### src/sv/spds_pkg.sv
`timescale 1ns / 1ps
`default_nettype none

package spds_pkg;

   localparam int TABLE_LEN  = 24;
   localparam int TBL_IDX_W  = $clog2(TABLE_LEN);
   localparam int REQ_W      = 10;
   localparam int BASE_W     = 6;
   localparam int X10_W      = 14;
   localparam int DIV_W      = 9;
   localparam int PROD_W     = 15;
   localparam int SECOND_W   = 4;
   localparam int BS_W       = 10;
   localparam int PERIOD_W   = 11;
   localparam int CSR_IDX_W  = 1;
   localparam int CSR_DATA_W = 6;

   localparam logic [BASE_W-1:0]   BASE_RESET  = BASE_W'(25);
   localparam logic [PERIOD_W-1:0] PERIOD_MAX  = '1;

   localparam logic [CSR_IDX_W-1:0] CSR_BASE_PERIOD = 1'b0;
   localparam logic [CSR_IDX_W-1:0] CSR_NO_DIV3     = 1'b1;

   typedef enum logic [1:0] {
      FS_DIV1   = 2'd0,
      FS_DIV1P5 = 2'd1,
      FS_DIV2   = 2'd2,
      FS_DIV3   = 2'd3
   } first_stage_type;

   // Overall divisor times ten, in ascending order.
   localparam logic [DIV_W-1:0] DIV_X10 [TABLE_LEN] = '{
      9'd40,  9'd50,  9'd60,  9'd70,  9'd75,  9'd80,  9'd90,  9'd100,
      9'd105, 9'd110, 9'd120, 9'd135, 9'd140, 9'd150, 9'd160, 9'd165,
      9'd180, 9'd200, 9'd210, 9'd220, 9'd240, 9'd270, 9'd300, 9'd330
   };

   localparam logic [SECOND_W-1:0] SECOND_DIV [TABLE_LEN] = '{
      4'd4,  4'd5,  4'd4,  4'd7,  4'd5,  4'd4,  4'd6,  4'd5,
      4'd7,  4'd11, 4'd8,  4'd9,  4'd7,  4'd10, 4'd8,  4'd11,
      4'd9,  4'd10, 4'd7,  4'd11, 4'd8,  4'd9,  4'd10, 4'd11
   };

   localparam first_stage_type FIRST_CODE [TABLE_LEN] = '{
      FS_DIV1,   FS_DIV1,   FS_DIV1P5, FS_DIV1,   FS_DIV1P5, FS_DIV2,
      FS_DIV1P5, FS_DIV2,   FS_DIV1P5, FS_DIV1,   FS_DIV1P5, FS_DIV1P5,
      FS_DIV2,   FS_DIV1P5, FS_DIV2,   FS_DIV1P5, FS_DIV2,   FS_DIV2,
      FS_DIV3,   FS_DIV2,   FS_DIV3,   FS_DIV3,   FS_DIV3,   FS_DIV3
   };

   typedef struct packed {
      logic                found;
      logic [SECOND_W-1:0] second;
      first_stage_type     code;
   } choice_type;

   typedef struct packed {
      logic                found;
      logic [SECOND_W-1:0] second;
      first_stage_type     code;
      logic [PERIOD_W-1:0] period;
   } result_type;

endpackage

`default_nettype wire

### src/sv/spds_match.sv
`timescale 1ns / 1ps
`default_nettype none

module spds_match (
   input  wire                                   clock,
   input  wire                                   reset,
   input  wire                                   en,
   input  wire                                   in_valid,
   input  wire  [spds_pkg::REQ_W-1:0]            req,
   input  wire  [spds_pkg::BASE_W-1:0]           base,
   input  wire                                   no_div3,
   output logic                                  hit_valid,
   output logic [spds_pkg::TABLE_LEN-1:0]        hit,
   output logic [spds_pkg::BASE_W-1:0]           hit_base
);

   logic                              valid1_ff;
   logic [spds_pkg::X10_W-1:0]        req10_ff, req10_in;
   logic [spds_pkg::PROD_W-1:0]       limit_ff [spds_pkg::TABLE_LEN];
   logic [spds_pkg::PROD_W-1:0]       limit_in [spds_pkg::TABLE_LEN];
   logic [spds_pkg::BASE_W-1:0]       base1_ff;
   logic                              no_div3_1_ff;

   logic                              valid2_ff;
   logic [spds_pkg::TABLE_LEN-1:0]    hit_ff, hit_in;
   logic [spds_pkg::BASE_W-1:0]       base2_ff;

   // floor(10*req / base) <= d  holds exactly when 10*req < (d + 1) * base,
   // so each entry needs only a constant multiple of the base period.
   always_comb begin
      req10_in = (spds_pkg::X10_W'(req) << 3) + (spds_pkg::X10_W'(req) << 1);
      for (int i = 0; i < spds_pkg::TABLE_LEN; i++) begin
         limit_in[i] = spds_pkg::PROD_W'(base)
                     * spds_pkg::PROD_W'(spds_pkg::DIV_X10[i] + spds_pkg::DIV_W'(1));
      end
   end

   always_comb begin
      for (int i = 0; i < spds_pkg::TABLE_LEN; i++) begin
         hit_in[i] = (spds_pkg::PROD_W'(req10_ff) < limit_ff[i])
                   && !(no_div3_1_ff && spds_pkg::FIRST_CODE[i] == spds_pkg::FS_DIV3);
      end
   end

   always_ff @(posedge clock) begin
      if (reset) begin
         valid1_ff <= 1'b0;
         valid2_ff <= 1'b0;
      end else if (en) begin
         valid1_ff <= in_valid;
         valid2_ff <= valid1_ff;
      end
   end

   always_ff @(posedge clock) begin
      if (en) begin
         req10_ff     <= req10_in;
         limit_ff     <= limit_in;
         base1_ff     <= base;
         no_div3_1_ff <= no_div3;
         hit_ff       <= hit_in;
         base2_ff     <= base1_ff;
      end
   end

   assign hit_valid = valid2_ff;
   assign hit       = hit_ff;
   assign hit_base  = base2_ff;

endmodule

`default_nettype wire

### src/sv/spds_pick.sv
`timescale 1ns / 1ps
`default_nettype none

module spds_pick (
   input  wire                                 clock,
   input  wire                                 reset,
   input  wire                                 en,
   input  wire                                 in_valid,
   input  wire  [spds_pkg::TABLE_LEN-1:0]      hit,
   input  wire  [spds_pkg::BASE_W-1:0]         base,
   output logic                                out_valid,
   output spds_pkg::choice_type                choice,
   output logic [spds_pkg::BASE_W-1:0]         out_base
);

   logic                              valid3_ff;
   spds_pkg::choice_type              choice_ff, choice_in;
   logic [spds_pkg::BASE_W-1:0]       base3_ff;
   logic [spds_pkg::TBL_IDX_W-1:0]    sel_idx;

   // The lowest set hit is the first entry that meets the period.
   always_comb begin
      sel_idx = '0;
      for (int i = spds_pkg::TABLE_LEN - 1; i >= 0; i--) begin
         if (hit[i]) begin
            sel_idx = spds_pkg::TBL_IDX_W'(i);
         end
      end
      if (|hit) begin
         choice_in.found  = 1'b1;
         choice_in.second = spds_pkg::SECOND_DIV[sel_idx];
         choice_in.code   = spds_pkg::FIRST_CODE[sel_idx];
      end else begin
         choice_in.found  = 1'b0;
         choice_in.second = '0;
         choice_in.code   = spds_pkg::FS_DIV1;
      end
   end

   always_ff @(posedge clock) begin
      if (reset) begin
         valid3_ff <= 1'b0;
      end else if (en) begin
         valid3_ff <= in_valid;
      end
   end

   always_ff @(posedge clock) begin
      if (en) begin
         choice_ff <= choice_in;
         base3_ff  <= base;
      end
   end

   assign out_valid = valid3_ff;
   assign choice    = choice_ff;
   assign out_base  = base3_ff;

endmodule

`default_nettype wire

### src/sv/spds_period.sv
`timescale 1ns / 1ps
`default_nettype none

module spds_period (
   input  wire                           clock,
   input  wire                           reset,
   input  wire                           en,
   input  wire                           in_valid,
   input  wire  spds_pkg::choice_type    choice,
   input  wire  [spds_pkg::BASE_W-1:0]   base,
   output logic                          out_valid,
   output spds_pkg::result_type          result
);

   localparam int WIDE_W = spds_pkg::BS_W + 2;

   logic                            valid4_ff;
   spds_pkg::choice_type            choice4_ff;
   logic [spds_pkg::BS_W-1:0]       bs_ff, bs_in;
   logic [WIDE_W-1:0]               bs_wide;
   logic [WIDE_W-1:0]               period_wide;

   // A choice that was not found carries a zero divisor, so its period is zero.
   assign bs_in = spds_pkg::BS_W'(base) * spds_pkg::BS_W'(choice.second);

   always_ff @(posedge clock) begin
      if (reset) begin
         valid4_ff <= 1'b0;
      end else if (en) begin
         valid4_ff <= in_valid;
      end
   end

   always_ff @(posedge clock) begin
      if (en) begin
         choice4_ff <= choice;
         bs_ff      <= bs_in;
      end
   end

   // Rounding 1.5 * p half up reduces to (3 * p + 1) / 2.
   always_comb begin
      bs_wide = WIDE_W'(bs_ff);
      case (choice4_ff.code)
         spds_pkg::FS_DIV1:   period_wide = bs_wide;
         spds_pkg::FS_DIV1P5: period_wide = ((bs_wide << 1) + bs_wide + WIDE_W'(1)) >> 1;
         spds_pkg::FS_DIV2:   period_wide = bs_wide << 1;
         spds_pkg::FS_DIV3:   period_wide = (bs_wide << 1) + bs_wide;
         default:             period_wide = '0;
      endcase
      result.found  = choice4_ff.found;
      result.second = choice4_ff.second;
      result.code   = choice4_ff.code;
      if (period_wide > WIDE_W'(spds_pkg::PERIOD_MAX)) begin
         result.period = spds_pkg::PERIOD_MAX;
      end else begin
         result.period = period_wide[spds_pkg::PERIOD_W-1:0];
      end
   end

   assign out_valid = valid4_ff;

endmodule

`default_nettype wire

### src/sv/spds_out.sv
`timescale 1ns / 1ps
`default_nettype none

module spds_out (
   input  wire                     clock,
   input  wire                     reset,
   input  wire                     in_valid,
   input  wire  spds_pkg::result_type in_result,
   input  wire                     out_ready,
   output logic                    out_valid,
   output spds_pkg::result_type    out_result,
   output logic                    en
);

   logic                   out_valid_ff, out_valid_in;
   spds_pkg::result_type   out_ff, out_in;
   logic                   skid_valid_ff, skid_valid_in;
   spds_pkg::result_type   skid_ff, skid_in;
   logic                   take;

   // The pipeline only moves while the skid word is empty, so a word that
   // arrives as the output stalls always has somewhere to go.
   assign en   = !skid_valid_ff;
   assign take = in_valid && en;

   always_comb begin
      out_valid_in  = out_valid_ff;
      out_in        = out_ff;
      skid_valid_in = skid_valid_ff;
      skid_in       = skid_ff;
      if (!out_valid_ff || out_ready) begin
         skid_valid_in = 1'b0;
         if (skid_valid_ff) begin
            out_valid_in = 1'b1;
            out_in       = skid_ff;
         end else begin
            out_valid_in = take;
            out_in       = in_result;
         end
      end else if (take) begin
         skid_valid_in = 1'b1;
         skid_in       = in_result;
      end
   end

   always_ff @(posedge clock) begin
      if (reset) begin
         out_valid_ff  <= 1'b0;
         skid_valid_ff <= 1'b0;
      end else begin
         out_valid_ff  <= out_valid_in;
         skid_valid_ff <= skid_valid_in;
      end
   end

   always_ff @(posedge clock) begin
      out_ff  <= out_in;
      skid_ff <= skid_in;
   end

   assign out_valid  = out_valid_ff;
   assign out_result = out_ff;

endmodule

`default_nettype wire

### src/sv/sync_period_divisor_select.sv
// A word accepted on req_ loads the first of four pipeline stages, and the
// output register that drives rsp_ follows the last one.
// Throughput: one word per cycle while rsp_tready is high; the compare
// against all 24 table entries runs in parallel, so nothing iterates.
// Reset (synchronous, active high) empties the pipeline and sets the base
// period to 25 ns with divide-by-three entries allowed.
`timescale 1ns / 1ps
`default_nettype none

module sync_period_divisor_select (
   input  wire                                clock,
   input  wire                                reset,
   input  wire                                req_tvalid,
   output logic                               req_tready,
   input  wire  [15:0]                        req_tdata,   // [9:0] requested_period_ns
   output logic                               rsp_tvalid,
   input  wire                                rsp_tready,
   // [3:0] second_stage_divisor, [5:4] first_stage_code, [16:6] achieved_period_ns
   output logic [23:0]                        rsp_tdata,
   output logic                               rsp_tuser,   // [0] found
   input  wire                                csr_wr_en,
   input  wire  [spds_pkg::CSR_IDX_W-1:0]     csr_index,
   input  wire  [spds_pkg::CSR_DATA_W-1:0]    csr_wdata
);

   logic [spds_pkg::BASE_W-1:0]      base_ff;
   logic                             no_div3_ff;
   logic                             en;

   logic                             hit_valid;
   logic [spds_pkg::TABLE_LEN-1:0]   hit;
   logic [spds_pkg::BASE_W-1:0]      hit_base;

   logic                             pick_valid;
   spds_pkg::choice_type             choice;
   logic [spds_pkg::BASE_W-1:0]      pick_base;

   logic                             res_valid;
   spds_pkg::result_type             result;
   spds_pkg::result_type             rsp_result;

   always_ff @(posedge clock) begin
      if (reset) begin
         base_ff    <= spds_pkg::BASE_RESET;
         no_div3_ff <= 1'b0;
      end else if (csr_wr_en) begin
         case (csr_index)
            spds_pkg::CSR_BASE_PERIOD: base_ff    <= csr_wdata[spds_pkg::BASE_W-1:0];
            spds_pkg::CSR_NO_DIV3:     no_div3_ff <= csr_wdata[0];
            default: ;
         endcase
      end
   end

   assign req_tready = en;

   spds_match u_match (
      .clock     (clock),
      .reset     (reset),
      .en        (en),
      .in_valid  (req_tvalid),
      .req       (req_tdata[spds_pkg::REQ_W-1:0]),
      .base      (base_ff),
      .no_div3   (no_div3_ff),
      .hit_valid (hit_valid),
      .hit       (hit),
      .hit_base  (hit_base)
   );

   spds_pick u_pick (
      .clock     (clock),
      .reset     (reset),
      .en        (en),
      .in_valid  (hit_valid),
      .hit       (hit),
      .base      (hit_base),
      .out_valid (pick_valid),
      .choice    (choice),
      .out_base  (pick_base)
   );

   spds_period u_period (
      .clock     (clock),
      .reset     (reset),
      .en        (en),
      .in_valid  (pick_valid),
      .choice    (choice),
      .base      (pick_base),
      .out_valid (res_valid),
      .result    (result)
   );

   spds_out u_out (
      .clock      (clock),
      .reset      (reset),
      .in_valid   (res_valid),
      .in_result  (result),
      .out_ready  (rsp_tready),
      .out_valid  (rsp_tvalid),
      .out_result (rsp_result),
      .en         (en)
   );

   assign rsp_tdata = {7'b0, rsp_result.period, rsp_result.code, rsp_result.second};
   assign rsp_tuser = rsp_result.found;

endmodule

`default_nettype wire

### config.mk
export PLATFORM = sky130hd
export DESIGN_NAME = sync_period_divisor_select
export DESIGN_NICKNAME = d
export VERILOG_FILES = /design/src/sv/spds_pkg.sv /design/src/sv/spds_match.sv /design/src/sv/spds_pick.sv /design/src/sv/spds_period.sv /design/src/sv/spds_out.sv /design/src/sv/sync_period_divisor_select.sv
export SDC_FILE = /design/constraint.sdc
export NUM_CORES = 1
export LEC_CHECK = 0
export BUFFER_PORTS_ARGS = -buffer_cell sky130_fd_sc_hd__buf_2
export CAP_MARGIN = 20
export CORE_MARGIN = 2
export CORE_UTILIZATION = 60
export CTS_BUF_LIST = sky130_fd_sc_hd__clkbuf_8
export DETAILED_ROUTE_END_ITERATION = 10
export GPL_TIMING_DRIVEN = 0
export PLACE_DENSITY = 0.78
export SLEW_MARGIN = 20
export SYNTH_ARGS = -nofsm -noshare
export SYNTH_HDL_FRONTEND = slang
export SYNTH_SLANG_ARGS = --single-unit
### constraint.sdc
create_clock -name clock -period 12.5 [get_ports clock]
set_clock_uncertainty 0.2 [all_clocks]
set_input_delay 0.625 -clock clock [delete_from_list [all_inputs] [get_ports clock]]
set_output_delay 0.625 -clock clock [all_outputs]
set_load 0.03 [all_outputs]
Word level (Yosys, flattened, before mapping) --
Memory sizes are Yosys's and may differ from the RTL's. Index checks and enable logic that the tools add are counted. W data, S select, Z words.
Storage, ports and cells: input bits 28, logic and storage cells 164, memories 2, output and inout bits 27, register bits after elaboration 448, memory bits (read-only) 192
Memories:
- (no name shown) | depth 32, width 4, rd ports 1, clocked after memory_dff 0, write ports 0, RTL line spds_pick.sv:31 | choice_in.second = spds_pkg::SECOND_DIV[sel_idx];
- (no name shown) | depth 32, width 2, rd ports 1, clocked after memory_dff 0, write ports 0, RTL line spds_pick.sv:32 | choice_in.code = spds_pkg::FIRST_CODE[sel_idx];
Cells by class: equal/unequal tests 3, multipliers 25, reduce and logical (&&, ||, !) cells 16, add/subtract/negate cells 3, $lt $le $gt $ge 26, bitwise logic cells 3, muxes and demuxes 33
Operators by type and width (number):
- $lt A14 B14 Y1 | 10
- $mux W5 | 24
- $lt A14 B13 Y1 | 8
- $mul A6 B8 Y14 const B | 8
- $mul A6 B7 Y13 const B | 7
- $mul A6 B6 Y12 const B | 4
- $pmux W12 S4 | 1
- $lt A14 B15 Y1 | 3
- $mul A6 B9 Y15 const B | 3
- $lt A14 B12 Y1 | 3
- $reduce_or A24 Y1 | 1
- $mul A6 B5 Y11 const B | 2
- $mux W18 | 1
- $add A13 B11 Y14 | 1
- $add A11 B10 Y12 | 1
- $add A12 B1 Y12 const B | 1
- $gt A12 B11 Y1 const B | 1
- $mux W11 | 1
- $mul A6 B4 Y10 | 1
- $mux W4 | 2
- $mux W7 | 1
- $ge A6 B6 Y1 const B | 1
- $logic_and A1 B1 Y1 | 6
- $not A5 Y6 | 1
- other kinds (10) | 17

Logic depth before layout (Yosys ltp) --
Gate-level depths: netlist of run 1.
word-level depth 29, depth in mapped cells 16, gate-level depth less buffers 16

Cells and area by module --
Synthesis of run 1 repeated with hierarchy kept, for this count alone.
Unflattened totals: cells, all modules 2829, area total of the unflattened synthesis 29727.3 um^2
By module, submodules not included:
- spds_match | times used 1, area each 24644.9 um^2, cells each 2372
- spds_period | times used 1, area each 2240.9 um^2, cells each 243
- spds_out | times used 1, area each 1443.9 um^2, cells each 64
- spds_pick | times used 1, area each 1031.0 um^2, cells each 111
- sync_period_divisor_select | times used 1, area each 366.6 um^2, cells each 39

Least setup slack after synthesis of run 1 --
OpenSTA, ideal clock, no wires.
path type reg-to-reg, start point register u_out.skid_valid_ff, end point register u_out.out_ff, in the netlist u_out.out_result[1] (data pin), path slack 1.804 ns, cell stages (with the launch flop) 4, setup time 0.193 ns, period minus slack after synthesis 10.696 ns, required time 12.107 ns, arrival time 10.303 ns, cells stage by stage dfxtp_1 inv_1 clkbuf_1 mux2_2
On the way: word-level cells in the longest chain between the ends 1
Ends and longest elaborated chain:
- start: declaration | RTL line spds_out.sv:17 | logic skid_valid_ff, skid_valid_in;
- start signal: assignment | RTL line spds_out.sv:52 | skid_valid_ff <= skid_valid_in;
- $mux W18 | RTL line spds_out.sv:33 | if (skid_valid_ff) begin
- end signal: assignment | RTL line spds_out.sv:57 | out_ff <= out_in;
- end: declaration | RTL line spds_out.sv:16 | spds_pkg::result_type out_ff, out_in;
No other way between the ends. A chain may end at the register's enable or synchronous reset.

==> results of run 1 <==
==> worst max-delay path by stage <==
| stage | from | to | cells past startpoint | slack, ns |
|---|---|---|---|---|
| global route | base_ff[3] | u_match.limit_ff[88] | 14 | 6.52 |
| detailed placement | base_ff[3] | u_match.limit_ff[43] | 15 | 6.87 |
| CTS | base_ff[3] | u_match.limit_ff[88] | 14 | 6.78 |
| floorplan | u_out.skid_valid_ff | u_out.out_result[1] | 3 | 1.80 |
| global placement | u_out.skid_valid_ff | req_tready | 3 | -2.38 |
| finish | base_ff[3] | u_match.limit_ff[29] | 14 | 6.70 |
==> routing by layer <==
metal	global-route usage, %	share of wire, %	up-vias	wire length [um]
met1	37.3	39	9922	28800
met4	15.4	5.4	0	4040
met5	0	0	-	0
li1	-	-	9632	-
met2	52.4	49	765	36300
met3	5.12	7.3	254	5460
==> cell families (layout without fill, tap and decap cells) <==
family / count (synthesis) / count (layout) / share of synthesized area [%]
DFF: 352 / 352 / 36.5
other: 1 / 7 / 0.0131
AOI/OAI and AO/OA: 592 / 592 / 13.2
and+or+nand+nor: 336 / 336 / 5.68
xor gates and xnor gates: 190 / 190 / 5.84
muxes: 23 / 23 / 0.917
adders and majority gates: 636 / 636 / 30.6
buffers and inverters: 549 / 750 / 7.32
==> synth_stat cells, drive strengths merged (14+ instances only) <==
| cell type | number | area, sq um |
|---|---|---|
| a211oi | 16 | 125 |
| a21o | 91 | 683 |
| a21oi | 202 | 1010 |
| and2 | 18 | 113 |
| clkbuf | 28 | 105 |
| edfxtp | 339 | 10200 |
| fa | 106 | 2120 |
| ha | 530 | 6630 |
| inv | 509 | 1910 |
| nand2 | 88 | 330 |
| nand2b | 21 | 131 |
| nand3 | 22 | 110 |
| nand4 | 14 | 87.6 |
| nor2 | 98 | 368 |
| nor2b | 27 | 169 |
| o21a | 19 | 143 |
| o21ai | 95 | 475 |
| o21bai | 64 | 480 |
| xnor2 | 141 | 1230 |
| xor2 | 49 | 437 |
==> layout make-up <==
type                            count  area, sq um
Multi-Input combinational cell   1784        16100
Inverter                          510         1910
Tap cell                          615          769
Buffer                             39          186
Sequential cell                   352        10400
Clock buffer                       66          908
Fill cell                        3549        15800
Clock inverter                     47          309
Timing Repair Buffer               88          976
==> per-stage QoR <==
| stage | total power [mW] | area (sq um) | setup WS [ns] | util, % | setup TNS (ns) |
|---|---|---|---|---|---|
| floorplan | 4.08 | 28700 | 1.80 | - | 0 |
| global placement | 4.70 | 29600 | -2.38 | 62.5 | -333.87 |
| detailed placement | 4.94 | 30300 | 6.87 | 63.8 | 0 |
| CTS | 6.03 | 31600 | 6.78 | 66.7 | 0 |
| global route | 6.51 | 31600 | 6.52 | 66.7 | 0 |
| finish | 6.06 | 31600 | 6.70 | 66.7 | 0 |
==> flip-flops by register name (all words and copies together) (netlist names), 7 cells and up <==
register,cells
u_period.bs_ff,10
u_match.req10_ff,13
u_pick.choice,7
u_out.out_result,18
u_match.hit,24
u_period.result,7
u_out.skid_ff,18
u_match.limit_ff,225
==> power by group through the flow <==
stage                     clock network (mW)  registers [mW]  logic [mW]
after global placement                     0            2.08        2.63
after CTS                               1.08            2.00        2.95
after global routing                    1.13            2.04        3.33
after detailed placement                   0            2.03        2.91
after floorplan                            0            2.01        2.08
final                                   1.07            2.01        2.99
==> repair_timing <==
item / CTS / global route
setup endpoints to repair: 0 / 0
hold endpoints to repair: 11 / 0
hold buffers: 16 / 0
==> results.toml, run 1 <==
[worst_setup_path]
critical_path.cell_chain = "ha_1 -> inv_1 -> fa_1 -> fa_1 -> inv_1 -> ha_1 -> nor2b_1 -> o21ai_0 -> a21boi_0 -> o21ai_0 -> nand2b_1 -> a21o_1 -> a21oi_1 -> o21ai_0"
path_delay_family = "adder cells"
rr_worst_depth = 14
timing.rr.start = "base_ff[3]"
crit_required_ns = 12.76
arrival_ns = 6.06
cp-start-kind = "flip-flop"
cp.buffers_inverters = 2
slowest_stage = "dfxtp_1"
r2r_setup_slack_ns = 6.70
crit_path_frequent_cell = "o21ai_0"
cp-end-kind = "flip-flop"
reg2reg_to = "u_match.limit_ff[29]"
cp_max_fo = 16
crit_path_max_incr_delay_ns = 1.09
crit_type = "reg -> reg"

[logic_synthesis]
async_reset_ff_share_pct = 0
synth.avg_cell_area_sq_um = 10.7
synth_area_sq_mm = 0.0286
synth_seq_cells = 352
ys_types = 71
synthFlopType = "edfxtp_1"
syn_inst = 2679
synth_edf_count = 339
ys_seq_area_share_pct = 36.5
synth.yosys.warnings = 0

[global_route]
grt_overflow_total = 0
grt_pass1_vias = 21300
track_usage_pct = 30.5
grt_pass1_wl_um = 116000
antenna_found_initial = 1
grt_max_degree = 55

[layout]
drive_gt1_share_pct = 6.86
num_antenna_cells = 0
final_cell_count_no_fill = 3501
final_cell_mix = "ha_1 (530), inv_1 (524), edfxtp_1 (339)"
layout_commonest_cell = "ha_1"
fin_nets = 3500
area_delta_synth_final_pct = 10.5

[sta]
fmax_ghz = 0.172
fin_crit_sh_pct = 46.4
hold_viol_final = 0
tightest_slew_ns = 1.15
fin_crit_ns = 5.80
slew-limit-headroom_pct = 23.1
slew_viol_final = 0
setup_viol = 0
holdWs_ns = 0.0444
rsz0062_at_grt = "no"

[power_and_ir_drop]
power_frac_comb_pct = 49.3
internal_power_mw = 3.63
p_sw_share_pct = 40.2
power.density_mw_per_mm2 = 192
p_leak_nw = 15.7
switching_power_mw = 2.43
vdd_ir_drop_max_v = 0.000135
power.share.clock_pct = 17.6
power_frac_seq_pct = 33.1

[route]
ant_nets = 0
firstDrtPassIters = 5
avgViaCountPerCell = 5.88
drt_iter0_drc = 1847
totalWireLength_um = 74600
num_vias = 20600
drc = 0
wl_per_cell_um = 21.3

[floorplan]
die_y_um = 222
die-area_sq_mm = 0.0495
rows = 80
core_area_sq_mm = 0.0474
die_w_um = 222
start_util_pct = 60.4
io_pins = 55

[outcome]
run_status = "complete, no violations"

[hold_path]
min-delay-start = "req_tdata[2]"
min_path_cells = 2
whs_endpoint = "u_match.req10_ff[3]"
hold_path_class = "in -> reg"

[clock_network]
cts_buffers = 61
path_clk_slew_ns = 0.07
postCtsSetupBuffers = 0
cts_buffer_depth = 3
ctsHtreeMaxLevel = 2
clockRootBuffer = "clkbuf_8"
cts_resized = 0
cts_tree = "yes"
cts.sinks = 352
clock_latency_ns = 0.72

[placement]
post-dp-hpwl_um = 57300
port_buffers = 41
dpl.cell_count = 3372
gp_congestion = 0.926

[run]
drv_cap = 0
(Power assumes the default switching activity.)
==> run 2: changes to the inputs <==
- PLACE_DENSITY: 0.78 -> 0.81
- clock period: 12.5 -> 5.1 ns (I/O delays scaled with it)
==> run 2 against run 1 <==
Via count is 1.2% higher. Die area stayed put. First-iteration DRC count is 5.0% lower. Maximum frequency is 17% higher. Sequential cell count stayed put. Global-route usage is 0.37 points higher. Cell count is 0.89% higher. Design area is 0.67% higher. Clock power is 140% higher. Non-clock buffer count is 31 higher. Largest power group unchanged. Highest routed layer unchanged.
==> results.toml, run 2 (synthesis results as in run 1) <==
[outcome]
run_status = "complete, no violations"

[clock_network]
clockRootBuffer = "clkbuf_8"
ctsHtreeMaxLevel = 2
cts_buffers = 61
cts_tree = "yes"
cts_buffer_depth = 3
path_clk_slew_ns = 0.06
cts.sinks = 352
clock_latency_ns = 0.74

[floorplan]
die_w_um = 222
die_y_um = 222
start_util_pct = 60.4
die-area_sq_mm = 0.0495
rows = 80
core_area_sq_mm = 0.0474
io_pins = 55

[route]
ant_nets = 0
drt_iter0_drc = 1755
drc = 0
totalWireLength_um = 75500
firstDrtPassIters = 7
wl_per_cell_um = 21.4
avgViaCountPerCell = 5.90
num_vias = 20800

[worst_setup_path]
crit_required_ns = 5.34
r2r_setup_slack_ns = 0.15
reg2reg_to = "u_match.limit_ff[43]"
arrival_ns = 5.19
cp-end-kind = "flip-flop"
rr_worst_depth = 15
timing.rr.start = "base_ff[5]"
cp_max_fo = 17
crit_type = "reg -> reg"
cp-start-kind = "flip-flop"

[sta]
slew-limit-headroom_pct = 23.9
hold_viol_final = 0
tightest_slew_ns = 1.14
setup_viol = 0
slew_viol_final = 0
fmax_ghz = 0.202
holdWs_ns = 0.109
setup-tns-final_ns = 0
fin_crit_ns = 4.95
rsz0062_at_grt = "no"
fin_crit_sh_pct = 97.0

[global_route]
track_usage_pct = 30.9
grt_max_degree = 155
grt_pass1_vias = 21700
antenna_found_initial = 4
grt_overflow_total = 0
grt_pass1_wl_um = 117000

[layout]
area_delta_synth_final_pct = 11.2
final_cell_count_no_fill = 3532
utilization_pct = 67.1
largest-register = "u_match.limit_ff"
multi_input_area_sq_mm = 0.0162
drive_gt1_share_pct = 7.28
regArea_sq_mm = 0.0105
largest_reg_flops = 225
final_cell_mix = "ha_1 (524), inv_1 (522), edfxtp_1 (339)"
fill_cells = 3386
layout_commonest_cell = "ha_1"
fin_nets = 3531

[power_and_ir_drop]
power.density_mw_per_mm2 = 467
vdd_ir_drop_max_v = 0.000269
p_leak_nw = 15.7

[placement]
port_buffers = 41
gp_congestion = 0.942
post-dp-hpwl_um = 56100
dpl.cell_count = 3366

[hold_path]
whs_endpoint = "u_match.req10_ff[2]"
hold_path_class = "in -> reg"
min_path_cells = 2
min-delay-start = "req_tdata[1]"

[run]
drv_cap = 0
## run 2: cell types whose count changed in the layout (fill, tap and decap cells not counted), sizes merged
cell,change
dlygate4sd3,+23
bufinv,-1
diode,+4
clkdlybuf4s18,-1
buf,+9
clkinvlp,+3
clkinv,-6
## run 2: final cells by class
| type | instances | share of cell area, % |
|---|---|---|
| inverter | 510 | 6.06 |
| multi-input combinational | 1784 | 50.8 |
| sequential | 352 | 32.8 |
| buffer | 39 | 0.640 |
| clock buffer | 66 | 2.85 |
| antenna | 4 | 0.0314 |
| timing repair buffer | 119 | 3.60 |
| clock inverter | 43 | 0.793 |
| tap | 615 | 2.42 |
## run 2: repair_timing
action / CTS / global route
pin swaps: 0 / 1
setup endpoints to repair: 47 / 8
gates cloned: 0 / 0
gates resized for setup: 13 / 7
hold buffers: 39 / 0
setup buffers: 6 / 8
hold endpoints to repair: 24 / 0
## run 2: worst max-delay path, stage by stage (launching register included)
cell	delay, ns
dfxtp_4	0.61
fa_1	0.63
inv_2	0.21
fa_1	0.45
fa_1	0.49
inv_1	0.05
ha_1	0.26
clkbuf_1	0.26
a21o_1	0.23
a21oi_1	0.27
o21bai_1	0.16
a21oi_1	0.26
nor2b_1	0.08
o21a_1	0.19
o21ai_0	0.21
xnor2_1	0.09
## run 2: worst max path at each step
stage	start	to	depth (start not counted)
3_3_place_gp	base_ff[4]	u_match.limit_ff[267]	15
4_1_cts	base_ff[3]	u_match.limit_ff[43]	15
6_report	base_ff[5]	u_match.limit_ff[43]	15
2_1_floorplan	base_ff[4]	u_match.limit_ff[267]	15
5_1_grt	base_ff[2]	u_match.limit_ff[29]	16
3_5_place_dp	base_ff[3]	u_match.limit_ff[43]	15
## run 2: per-stage QoR
step	setup slack, ns	cell area [sq um]	power, mW
floorplan	0.251	28700	10.0
global placement	-1.70	29600	11.5
detailed placement	-0.551	30100	12.1
CTS	0.0614	31800	14.7
global route	0.0155	31800	16.0
finish	0.151	31900	14.9
## run 2: layer usage
layer | global-route usage (%) | up-vias | part of all wire (%)
met1 | 36.3 | 9913 | 37
met3 | 7.00 | 319 | 8.5
met5 | 0 | - | 0
met2 | 51.7 | 897 | 47
met4 | 19.2 | 0 | 7.0
li1 | - | 9697 | -
## run 2: power breakdown
group | switching (mW) | internal (mW) | leakage (nW) | total, mW
clock | 1.27 | 1.29 | 0.662 | 2.57
combinational | 4.28 | 3.12 | 11.4 | 7.40
sequential | 0.465 | 4.44 | 3.70 | 4.91
total | 6.02 | 8.85 | 15.7 | 14.9
